===== src/rtl/cbf_pkg.sv =====
// shared types, constants and helpers for the contour box filter
package cbf_pkg;

    localparam int COORD_BITS   = 12;
    localparam int ASPECT_LIMIT = 2;
    localparam int EDGE_MARGIN  = 10;

    localparam int CFG_DIM_W  = 12;
    localparam int CFG_AREA_W = 24;
    localparam int CFG_IDX_W  = 4;
    localparam int CFG_DATA_W = CFG_AREA_W;

    localparam int AREA_W = 2 * COORD_BITS;
    localparam int CMP_W  = ((AREA_W > CFG_AREA_W) ? AREA_W : CFG_AREA_W) + 2;

    localparam int IN_DATA_W  = ((2 * COORD_BITS + 7) / 8) * 8;
    localparam int OUT_DATA_W = ((4 * COORD_BITS + 7) / 8) * 8;
    localparam int VERDICT_W  = 3;
    localparam int CHECK_W    = 4;

    typedef logic [COORD_BITS-1:0] t_coord;
    typedef logic signed [CMP_W-1:0] t_cmp;

    typedef enum logic [CFG_IDX_W-1:0] {
        REG_IMAGE_WIDTH  = 4'd0,
        REG_IMAGE_HEIGHT = 4'd1,
        REG_MIN_AREA     = 4'd2,
        REG_MAX_AREA     = 4'd3,
        REG_ROI_LEFT     = 4'd4,
        REG_ROI_TOP      = 4'd5,
        REG_ROI_WIDTH    = 4'd6,
        REG_ROI_HEIGHT   = 4'd7
    } t_reg_idx;

    typedef enum logic [VERDICT_W-1:0] {
        V_KEPT    = 3'd0,
        V_SMALL   = 3'd1,
        V_LARGE   = 3'd2,
        V_ELONG   = 3'd3,
        V_BORDER  = 3'd4,
        V_OUTSIDE = 3'd5
    } t_verdict;

    // one test per code, run in this order; first failing test decides
    typedef enum logic [CHECK_W-1:0] {
        CK_SMALL         = 4'd0,
        CK_LARGE         = 4'd1,
        CK_WIDE          = 4'd2,
        CK_TALL          = 4'd3,
        CK_LEFT_EDGE     = 4'd4,
        CK_TOP_EDGE      = 4'd5,
        CK_RIGHT_EDGE    = 4'd6,
        CK_BOTTOM_EDGE   = 4'd7,
        CK_ROI_LEFT      = 4'd8,
        CK_ROI_TOP       = 4'd9,
        CK_ROI_RIGHT     = 4'd10,
        CK_ROI_BOTTOM    = 4'd11
    } t_check;

    typedef enum logic [2:0] {
        ST_IDLE,
        ST_SIZE,
        ST_AREA,
        ST_CHECK,
        ST_FINISH
    } t_state;

    typedef struct packed {
        logic [CFG_DIM_W-1:0]  image_width;
        logic [CFG_DIM_W-1:0]  image_height;
        logic [CFG_AREA_W-1:0] min_area;
        logic [CFG_AREA_W-1:0] max_area;
        logic [CFG_DIM_W-1:0]  roi_left;
        logic [CFG_DIM_W-1:0]  roi_top;
        logic [CFG_DIM_W-1:0]  roi_width;
        logic [CFG_DIM_W-1:0]  roi_height;
    } t_cfg;

    typedef struct packed {
        t_coord x;
        t_coord y;
        t_coord w;
        t_coord h;
    } t_box;

    localparam t_cfg CFG_RESET = '{
        image_width:  CFG_DIM_W'(640),
        image_height: CFG_DIM_W'(480),
        min_area:     CFG_AREA_W'(10),
        max_area:     CFG_AREA_W'(4000),
        roi_left:     CFG_DIM_W'(0),
        roi_top:      CFG_DIM_W'(0),
        roi_width:    CFG_DIM_W'(640),
        roi_height:   CFG_DIM_W'(480)
    };

    function automatic t_verdict check_verdict(t_check ck);
        t_verdict v;
        case (ck) inside
            CK_SMALL:                                       v = V_SMALL;
            CK_LARGE:                                       v = V_LARGE;
            CK_WIDE, CK_TALL:                               v = V_ELONG;
            CK_LEFT_EDGE, CK_TOP_EDGE, CK_RIGHT_EDGE,
            CK_BOTTOM_EDGE:                                 v = V_BORDER;
            default:                                        v = V_OUTSIDE;
        endcase
        return v;
    endfunction

endpackage


===== src/rtl/contour_box_filter.sv =====
// top level: contour bounding box tracker with sequenced keep/reject tests
//
// Contour points arrive on the slave stream; each beat carries one point and
// tlast marks the final point of a contour. A point without tlast only
// updates the running min/max of x and y. A point with tlast closes the
// box (corner = minima, size = maxima minus minima, never negative) and
// restarts the running values: minima from the image size registers,
// maxima at zero. The box then goes through size, area and up to twelve
// tests on one shared compare unit, one test per cycle, stopping at the
// first that fails: too small, too large, elongated (side at least
// ASPECT_LIMIT+1 times the other, so a flat box counts as elongated), at the
// image border margin, outside the region of interest. After a last point
// tready stays low through the size, area, test and finish states, so the
// wait before the next accepted point grows with the number of tests the
// compare unit has to step through; the finish state repeats for as long as
// the previous box still sits unread in the output register. The master
// stream carries the box in tdata and the verdict in tuser. Registers are
// written through the config channel, which is always ready; write them
// only while no contour is in flight. Indexes beyond the list are ignored.
module contour_box_filter (
    input  logic i_clk,
    input  logic i_rst_n,

    // point stream
    input  logic                          i_s_tvalid,
    output logic                          o_s_tready,
    input  logic [cbf_pkg::IN_DATA_W-1:0] i_s_tdata,   // point_x, point_y
    input  logic                          i_s_tlast,   // last_point

    // box stream
    output logic                           o_m_tvalid,
    input  logic                           i_m_tready,
    output logic [cbf_pkg::OUT_DATA_W-1:0] o_m_tdata,  // box_left, box_top, box_width, box_height
    output logic [cbf_pkg::VERDICT_W-1:0]  o_m_tuser,  // verdict

    // register writes
    input  logic                           i_cfg_valid,
    output logic                           o_cfg_ready,
    input  logic [cbf_pkg::CFG_IDX_W-1:0]  i_cfg_index,
    input  logic [cbf_pkg::CFG_DATA_W-1:0] i_cfg_data
);

    localparam int CW = cbf_pkg::COORD_BITS;

    cbf_pkg::t_state r_state, n_state;
    cbf_pkg::t_cfg   r_cfg;

    // running extrema of the current contour
    cbf_pkg::t_coord r_min_x, r_max_x, r_min_y, r_max_y;
    cbf_pkg::t_coord n_min_x, n_max_x, n_min_y, n_max_y;

    // closed box under test
    cbf_pkg::t_box   r_box;
    cbf_pkg::t_coord r_hi_x, r_hi_y;
    logic [cbf_pkg::AREA_W-1:0] r_area;
    cbf_pkg::t_check r_step;
    cbf_pkg::t_verdict r_verdict;

    // output register
    logic              r_out_valid;
    cbf_pkg::t_box     r_out_box;
    cbf_pkg::t_verdict r_out_verdict;

    cbf_pkg::t_coord s_px, s_py;
    logic s_in_beat, s_out_beat, s_fail, s_last_check, s_load_out;

    assign s_px = i_s_tdata[CW-1:0];
    assign s_py = i_s_tdata[2*CW-1:CW];

    assign s_in_beat    = i_s_tvalid && o_s_tready;
    assign s_out_beat   = r_out_valid && i_m_tready;
    assign s_last_check = (r_step == cbf_pkg::CK_ROI_BOTTOM);
    assign s_load_out   = (r_state == cbf_pkg::ST_FINISH) && (!r_out_valid || i_m_tready);

    // min/max update for the incoming point
    always_comb begin
        n_min_x = (s_px < r_min_x) ? s_px : r_min_x;
        n_max_x = (s_px > r_max_x) ? s_px : r_max_x;
        n_min_y = (s_py < r_min_y) ? s_py : r_min_y;
        n_max_y = (s_py > r_max_y) ? s_py : r_max_y;
    end

    cbf_judge u_judge (
        .i_check (r_step),
        .i_box   (r_box),
        .i_area  (r_area),
        .i_cfg   (r_cfg),
        .o_fail  (s_fail)
    );

    // sequencer next state
    always_comb begin
        n_state = r_state;
        unique case (r_state)
            cbf_pkg::ST_IDLE: begin
                if (s_in_beat && i_s_tlast) n_state = cbf_pkg::ST_SIZE;
            end
            cbf_pkg::ST_SIZE:  n_state = cbf_pkg::ST_AREA;
            cbf_pkg::ST_AREA:  n_state = cbf_pkg::ST_CHECK;
            cbf_pkg::ST_CHECK: begin
                if (s_fail || s_last_check) n_state = cbf_pkg::ST_FINISH;
            end
            cbf_pkg::ST_FINISH: begin
                if (s_load_out) n_state = cbf_pkg::ST_IDLE;
            end
            default: n_state = cbf_pkg::ST_IDLE;
        endcase
    end

    // sequencer outputs
    always_comb begin
        o_s_tready = (r_state == cbf_pkg::ST_IDLE);
    end

    always_ff @(posedge i_clk) begin
        if (!i_rst_n) begin
            r_state <= cbf_pkg::ST_IDLE;
        end else begin
            r_state <= n_state;
        end
    end

    // register file
    assign o_cfg_ready = 1'b1;

    always_ff @(posedge i_clk) begin
        if (!i_rst_n) begin
            r_cfg <= cbf_pkg::CFG_RESET;
        end else if (i_cfg_valid && o_cfg_ready) begin
            unique case (i_cfg_index)
                cbf_pkg::REG_IMAGE_WIDTH:  r_cfg.image_width  <= i_cfg_data[cbf_pkg::CFG_DIM_W-1:0];
                cbf_pkg::REG_IMAGE_HEIGHT: r_cfg.image_height <= i_cfg_data[cbf_pkg::CFG_DIM_W-1:0];
                cbf_pkg::REG_MIN_AREA:     r_cfg.min_area     <= i_cfg_data[cbf_pkg::CFG_AREA_W-1:0];
                cbf_pkg::REG_MAX_AREA:     r_cfg.max_area     <= i_cfg_data[cbf_pkg::CFG_AREA_W-1:0];
                cbf_pkg::REG_ROI_LEFT:     r_cfg.roi_left     <= i_cfg_data[cbf_pkg::CFG_DIM_W-1:0];
                cbf_pkg::REG_ROI_TOP:      r_cfg.roi_top      <= i_cfg_data[cbf_pkg::CFG_DIM_W-1:0];
                cbf_pkg::REG_ROI_WIDTH:    r_cfg.roi_width    <= i_cfg_data[cbf_pkg::CFG_DIM_W-1:0];
                cbf_pkg::REG_ROI_HEIGHT:   r_cfg.roi_height   <= i_cfg_data[cbf_pkg::CFG_DIM_W-1:0];
                default: ;
            endcase
        end
    end

    // running extrema; a last point restarts them from the image size
    always_ff @(posedge i_clk) begin
        if (!i_rst_n) begin
            r_min_x <= CW'(cbf_pkg::CFG_RESET.image_width);
            r_min_y <= CW'(cbf_pkg::CFG_RESET.image_height);
            r_max_x <= '0;
            r_max_y <= '0;
        end else if (s_in_beat) begin
            if (i_s_tlast) begin
                r_min_x <= CW'(r_cfg.image_width);
                r_min_y <= CW'(r_cfg.image_height);
                r_max_x <= '0;
                r_max_y <= '0;
            end else begin
                r_min_x <= n_min_x;
                r_min_y <= n_min_y;
                r_max_x <= n_max_x;
                r_max_y <= n_max_y;
            end
        end
    end

    // box datapath: corner, size, area, then one test per cycle
    always_ff @(posedge i_clk) begin
        if (s_in_beat && i_s_tlast) begin
            r_box.x <= n_min_x;
            r_box.y <= n_min_y;
            r_hi_x  <= n_max_x;
            r_hi_y  <= n_max_y;
        end
        if (r_state == cbf_pkg::ST_SIZE) begin
            // minima stay at the image size if every point lay beyond it
            r_box.w <= (r_hi_x >= r_box.x) ? r_hi_x - r_box.x : '0;
            r_box.h <= (r_hi_y >= r_box.y) ? r_hi_y - r_box.y : '0;
        end
        if (r_state == cbf_pkg::ST_AREA) begin
            r_area <= cbf_pkg::AREA_W'(r_box.w) * cbf_pkg::AREA_W'(r_box.h);
        end
        if (r_state == cbf_pkg::ST_CHECK) begin
            if (s_fail) begin
                r_verdict <= cbf_pkg::check_verdict(r_step);
            end else if (s_last_check) begin
                r_verdict <= cbf_pkg::V_KEPT;
            end
        end
    end

    // test index
    always_ff @(posedge i_clk) begin
        if (!i_rst_n) begin
            r_step <= cbf_pkg::CK_SMALL;
        end else if (r_state == cbf_pkg::ST_AREA) begin
            r_step <= cbf_pkg::CK_SMALL;
        end else if (r_state == cbf_pkg::ST_CHECK && !s_fail && !s_last_check) begin
            r_step <= cbf_pkg::t_check'(cbf_pkg::CHECK_W'(r_step) + cbf_pkg::CHECK_W'(1));
        end
    end

    // output register
    always_ff @(posedge i_clk) begin
        if (!i_rst_n) begin
            r_out_valid <= 1'b0;
        end else if (s_load_out) begin
            r_out_valid <= 1'b1;
        end else if (s_out_beat) begin
            r_out_valid <= 1'b0;
        end
    end

    always_ff @(posedge i_clk) begin
        if (s_load_out) begin
            r_out_box     <= r_box;
            r_out_verdict <= r_verdict;
        end
    end

    assign o_m_tvalid = r_out_valid;
    assign o_m_tdata  = cbf_pkg::OUT_DATA_W'({r_out_box.h, r_out_box.w,
                                              r_out_box.y, r_out_box.x});
    assign o_m_tuser  = r_out_verdict;

endmodule


===== src/rtl/cbf_judge.sv =====
// shared compare unit: one box test per cycle, selected by the sequencer
module cbf_judge (
    input  cbf_pkg::t_check i_check,
    input  cbf_pkg::t_box   i_box,
    input  logic [cbf_pkg::AREA_W-1:0] i_area,
    input  cbf_pkg::t_cfg   i_cfg,
    output logic            o_fail
);

    localparam int K_FACTOR = cbf_pkg::ASPECT_LIMIT + 1;

    cbf_pkg::t_cmp s_a;
    cbf_pkg::t_cmp s_b;
    logic          s_inv;
    logic          s_lt;

    // operand select, zero extended into the signed compare width
    always_comb begin
        s_a   = '0;
        s_b   = '0;
        s_inv = 1'b0;
        unique case (i_check)
            cbf_pkg::CK_SMALL: begin
                s_a = cbf_pkg::CMP_W'(i_area);
                s_b = cbf_pkg::CMP_W'(i_cfg.min_area);
            end
            cbf_pkg::CK_LARGE: begin
                s_a = cbf_pkg::CMP_W'(i_cfg.max_area);
                s_b = cbf_pkg::CMP_W'(i_area);
            end
            cbf_pkg::CK_WIDE: begin
                s_a   = cbf_pkg::CMP_W'(i_box.w);
                s_b   = cbf_pkg::CMP_W'(i_box.h) * cbf_pkg::CMP_W'(K_FACTOR);
                s_inv = 1'b1;
            end
            cbf_pkg::CK_TALL: begin
                s_a   = cbf_pkg::CMP_W'(i_box.h);
                s_b   = cbf_pkg::CMP_W'(i_box.w) * cbf_pkg::CMP_W'(K_FACTOR);
                s_inv = 1'b1;
            end
            cbf_pkg::CK_LEFT_EDGE: begin
                s_a   = cbf_pkg::CMP_W'(cbf_pkg::EDGE_MARGIN);
                s_b   = cbf_pkg::CMP_W'(i_box.x);
                s_inv = 1'b1;
            end
            cbf_pkg::CK_TOP_EDGE: begin
                s_a   = cbf_pkg::CMP_W'(cbf_pkg::EDGE_MARGIN);
                s_b   = cbf_pkg::CMP_W'(i_box.y);
                s_inv = 1'b1;
            end
            cbf_pkg::CK_RIGHT_EDGE: begin
                s_a   = cbf_pkg::CMP_W'(i_box.x) + cbf_pkg::CMP_W'(i_box.w);
                s_b   = cbf_pkg::CMP_W'(i_cfg.image_width)
                      - cbf_pkg::CMP_W'(cbf_pkg::EDGE_MARGIN);
                s_inv = 1'b1;
            end
            cbf_pkg::CK_BOTTOM_EDGE: begin
                s_a   = cbf_pkg::CMP_W'(i_box.y) + cbf_pkg::CMP_W'(i_box.h);
                s_b   = cbf_pkg::CMP_W'(i_cfg.image_height)
                      - cbf_pkg::CMP_W'(cbf_pkg::EDGE_MARGIN);
                s_inv = 1'b1;
            end
            cbf_pkg::CK_ROI_LEFT: begin
                s_a = cbf_pkg::CMP_W'(i_box.x);
                s_b = cbf_pkg::CMP_W'(i_cfg.roi_left);
            end
            cbf_pkg::CK_ROI_TOP: begin
                s_a = cbf_pkg::CMP_W'(i_box.y);
                s_b = cbf_pkg::CMP_W'(i_cfg.roi_top);
            end
            cbf_pkg::CK_ROI_RIGHT: begin
                s_a = cbf_pkg::CMP_W'(i_cfg.roi_left) + cbf_pkg::CMP_W'(i_cfg.roi_width);
                s_b = cbf_pkg::CMP_W'(i_box.x) + cbf_pkg::CMP_W'(i_box.w);
            end
            cbf_pkg::CK_ROI_BOTTOM: begin
                s_a = cbf_pkg::CMP_W'(i_cfg.roi_top) + cbf_pkg::CMP_W'(i_cfg.roi_height);
                s_b = cbf_pkg::CMP_W'(i_box.y) + cbf_pkg::CMP_W'(i_box.h);
            end
            default: begin
                s_a = '0;
                s_b = '0;
            end
        endcase
    end

    assign s_lt   = (s_a < s_b);
    assign o_fail = s_lt ^ s_inv;

endmodule


===== config.mk =====
export PLATFORM = sky130hd
export DESIGN_NAME = contour_box_filter
export DESIGN_NICKNAME = d
export VERILOG_FILES = /design/src/rtl/cbf_pkg.sv /design/src/rtl/contour_box_filter.sv /design/src/rtl/cbf_judge.sv
export SDC_FILE = /design/constraint.sdc
export NUM_CORES = 1
export LEC_CHECK = 0
export BUFFER_PORTS_ARGS = -buffer_cell sky130_fd_sc_hd__buf_2
export CELL_PAD_IN_SITES_DETAIL_PLACEMENT = 1
export CELL_PAD_IN_SITES_GLOBAL_PLACEMENT = 1
export CORE_ASPECT_RATIO = 0.5
export CORE_MARGIN = 2
export CORE_UTILIZATION = 45
export DETAILED_ROUTE_END_ITERATION = 7
export PLACE_DENSITY = 0.84
export SYNTH_ARGS = -nofsm -noshare
export SYNTH_HDL_FRONTEND = slang
export SYNTH_HIERARCHICAL = 1
export SYNTH_SLANG_ARGS = --single-unit

===== constraint.sdc =====
create_clock -name i_clk -period 5.3 [get_ports i_clk]
set_input_delay 0.53 -clock i_clk [delete_from_list [all_inputs] [get_ports i_clk]]
set_output_delay 0.53 -clock i_clk [all_outputs]
set_load 0.02 [all_outputs]

==> run summary <==
HP Class - in -> reg
P&R area growth vs syn - 17.5%
Vias - 22900
DRT Wirelength - 99200 um
flop-to-flop setup slack - -90 ps
# DRC - 0
overall die width - 337 um
Layout fillers - 6319
dpl cell area - 27600 um^2
share of layout cells above drive strength 1 - 0.185
Die ar. - 57600 um^2
f_max - 186 MHz
All-Layer GR Usage - 0.330
Worst-path clk slew - 70 ps
total power draw - 10.8 mW
Setup CP Type - reg -> reg
failing checks - setup timing
num ports - 112
worst hold path depth - 3
EDFF count, synth - 150
Max-Cap Viols - 0
Cell Pwr Density - 366 nW/um^2
final worst setup slack - -88.9 ps
Worst-Skew Late Latency - 570 ps
crit path time final - 5390 ps
initial antenna violation count - 4
leakage - 12.4 nW
clk sinks - 326
Final Max Tran Viols - 0
core area - 55300 um^2
H-tree levels - 2
Reg area - 8030 um^2
CTS tree - built
clk_skew - 31.1 ps
largest area contributor in the netlist - edfxtp_1
area of the multi-input gates - 16000 um^2
status - finished, violations left
syn nets - 3103
asr flop ratio synth - 0
post-DP HPWL - 75700 um
reg2reg path depth - 18
final instance area - 29400 um^2
ys flop type - dfxtp_1
first-pass GRT wire length - 143000 um
Slew HR - 0.272
Starting DRT DRC Count - 2454
clock root buffer - clkbuf_16
Layout Utilization - 0.532
vias per inst - 6.13
RSZ-0062 raised after global routing - true
CTS Buffer Depth - 3
vias in the first global route - 23000
crit start category - flop
crit end category - flop
Avg Inst Size Synth - 9.25 um^2
final hold viol count - 0
TritonRoute pass-1 iters - 8
Worst-Margin Slew - 1090 ps
CP arrival - 5690 ps
final net count - 3350
sequential share of the synthesized area - 0.321
Seq cells post-synth - 326
Initial Util - 0.453
Post-DRT Antenna Nets - 0
Max IR drop VDD - 0.000368 V
per-cell routed wire length - 26.6 um
number of CTS-inserted buffers - 34
fin crit share - 1.02
largest net degree at the start of global routing - 107
library cells used by synthesis - 88
Worst Path Required - 5600 ps
Synth area leaders - edfxtp_1, dfxtp_1, ha_1
Synth Instances - 2704
Synth top area share - 0.180
IO Port Bufs - 110
final RePlAce weighted congestion - 0.998
synth warn - 6
GRT overflow - 0
Die H - 171 um
CP Max Fanout - 7
FF-to-FF Start - r_box[8]$_SDFFCE_PN0P_
HP Start - i_cfg_data[13]
FP Rows - 61
endpoints failing setup - 3
Cell Area, Synth - 25000 um^2
RR Endpoint - r_area[17]$_DFFE_PP_
Hold EP - r_cfg[61]$_SDFFE_PN0P_
[cells in the final DEF, fill, tap and decap left out, types with 54 or more instances in the layout]
cell type	count
mux2_2	54
a21oi_1	88
dfxtp_1	174
xnor2_1	55
ha_1	216
edfxtp_1	150
a21boi_0	72
fa_1	100
a22o_1	63
buf_4	213
and2_1	56
buf_2	109
nor2b_1	79
nand2_1	367
nor2_1	130
o21ai_0	58
inv_1	238
[registers in the layout, summed over array words and instances, names as in the netlist, 4 cells and up]
name,count
r_max_y,12
r_min_x,12
r_hi_y,12
r_box,48
r_hi_x,12
r_min_y,12
r_cfg,120
o_m_tdata,48
r_max_x,12
r_step,4
r_area,24
[synthesized netlist by cell type (23+ instances only)]
cell	count
nand2_1	369
inv_1	241
ha_1	233
dfxtp_1	176
edfxtp_1	150
nor2_1	132
fa_1	108
clkbuf_1	107
a21oi_1	99
nor2b_1	81
a21boi_0	72
a22o_1	63
o21ai_0	63
and2_1	59
xnor2_1	57
mux2_2	54
mux2i_1	53
xor2_1	46
a21o_1	44
nand3_1	44
nor3_1	34
a221oi_1	33
a211oi_1	28
o21a_1	26
nand2b_1	24
nand4_1	24
o22ai_1	23
[per-layer routing]
layer,wire [um],track usage
met1,42800,0.450
met2,44800,0.530
met3,9140,0.0746
met4,2470,0.0812
met5,18,0
[timing repair]
action                     in CTS  in global routing
setup endpoints to repair       7                 19
pin swaps                       9                 27
buffers inserted                9                 21
resized for setup              25                 73
hold buffers                    0                  0
[worst max-delay path: stages (launching register included)]
cell      delay [ps]
edfxtp_1         540
buf_6            190
buf_4            160
and2_1           150
fa_1             480
fa_1             580
fa_1             460
fa_1             510
inv_1             60
fa_1             510
inv_1             60
ha_2             170
or3_1            440
o21ai_2          130
a31oi_4           70
buf_4            170
a21o_1           160
a21oi_1          200
xnor2_1          110
[cell families after synthesis]
| group | synth area share |
|---|---|
| other | 0.000150 |
| buffers and inverters | 0.0569 |
| adder cells (fa/ha/maj) | 0.203 |
| XOR/XNOR | 0.0361 |
| multiplexers | 0.0500 |
| flip-flops | 0.321 |
| AO/OA/AOI/OAI | 0.172 |
| AND/OR/NAND/NOR | 0.161 |
[per-stage QoR]
step / cells / setup TNS, ps / hold slack, ps / setup slack (ps)
CTS: 3711 / -15.8 / 224 / -15.8
finish: 3733 / -259 / 234 / -88.9
global placement: 3641 / -3.21 / 408 / -3.21
global route: 3732 / -1400 / 239 / -253
floorplan: 2704 / 0 / 400 / 0.469
detailed placement: 3641 / -850 / 406 / -177
[worst max path at each step]
stage                                  startpoint                   end  slack, ps
after floorplan           r_box[14]$_SDFFCE_PN0P_  r_area[21]$_DFFE_PP_        0.5
after global placement    r_box[17]$_SDFFCE_PN0P_  r_area[20]$_DFFE_PP_         -3
after detailed placement  r_box[17]$_SDFFCE_PN0P_  r_area[23]$_DFFE_PP_       -180
after CTS                  r_box[8]$_SDFFCE_PN0P_  r_area[20]$_DFFE_PP_        -20
after global routing       r_box[7]$_SDFFCE_PN0P_  r_area[17]$_DFFE_PP_       -250
final                      r_box[8]$_SDFFCE_PN0P_  r_area[17]$_DFFE_PP_        -90
[report_power, final]
part	switching [mW]	internal (mW)	total [mW]
clock network	1.13	1.30	2.43
registers	0.164	2.92	3.08
logic	2.96	2.29	5.25
[final cells by class]
cell class                 count  area share
multi-input combinational   2005       0.545
sequential                   326       0.273
timing repair buffer         341      0.0821
tap                          756      0.0322
clock buffer                  43      0.0312
inverter                     243      0.0310
clock inverter                18     0.00558
antenna                        1   0.0000852
Note: power is estimated with default switching activity, not from simulation.
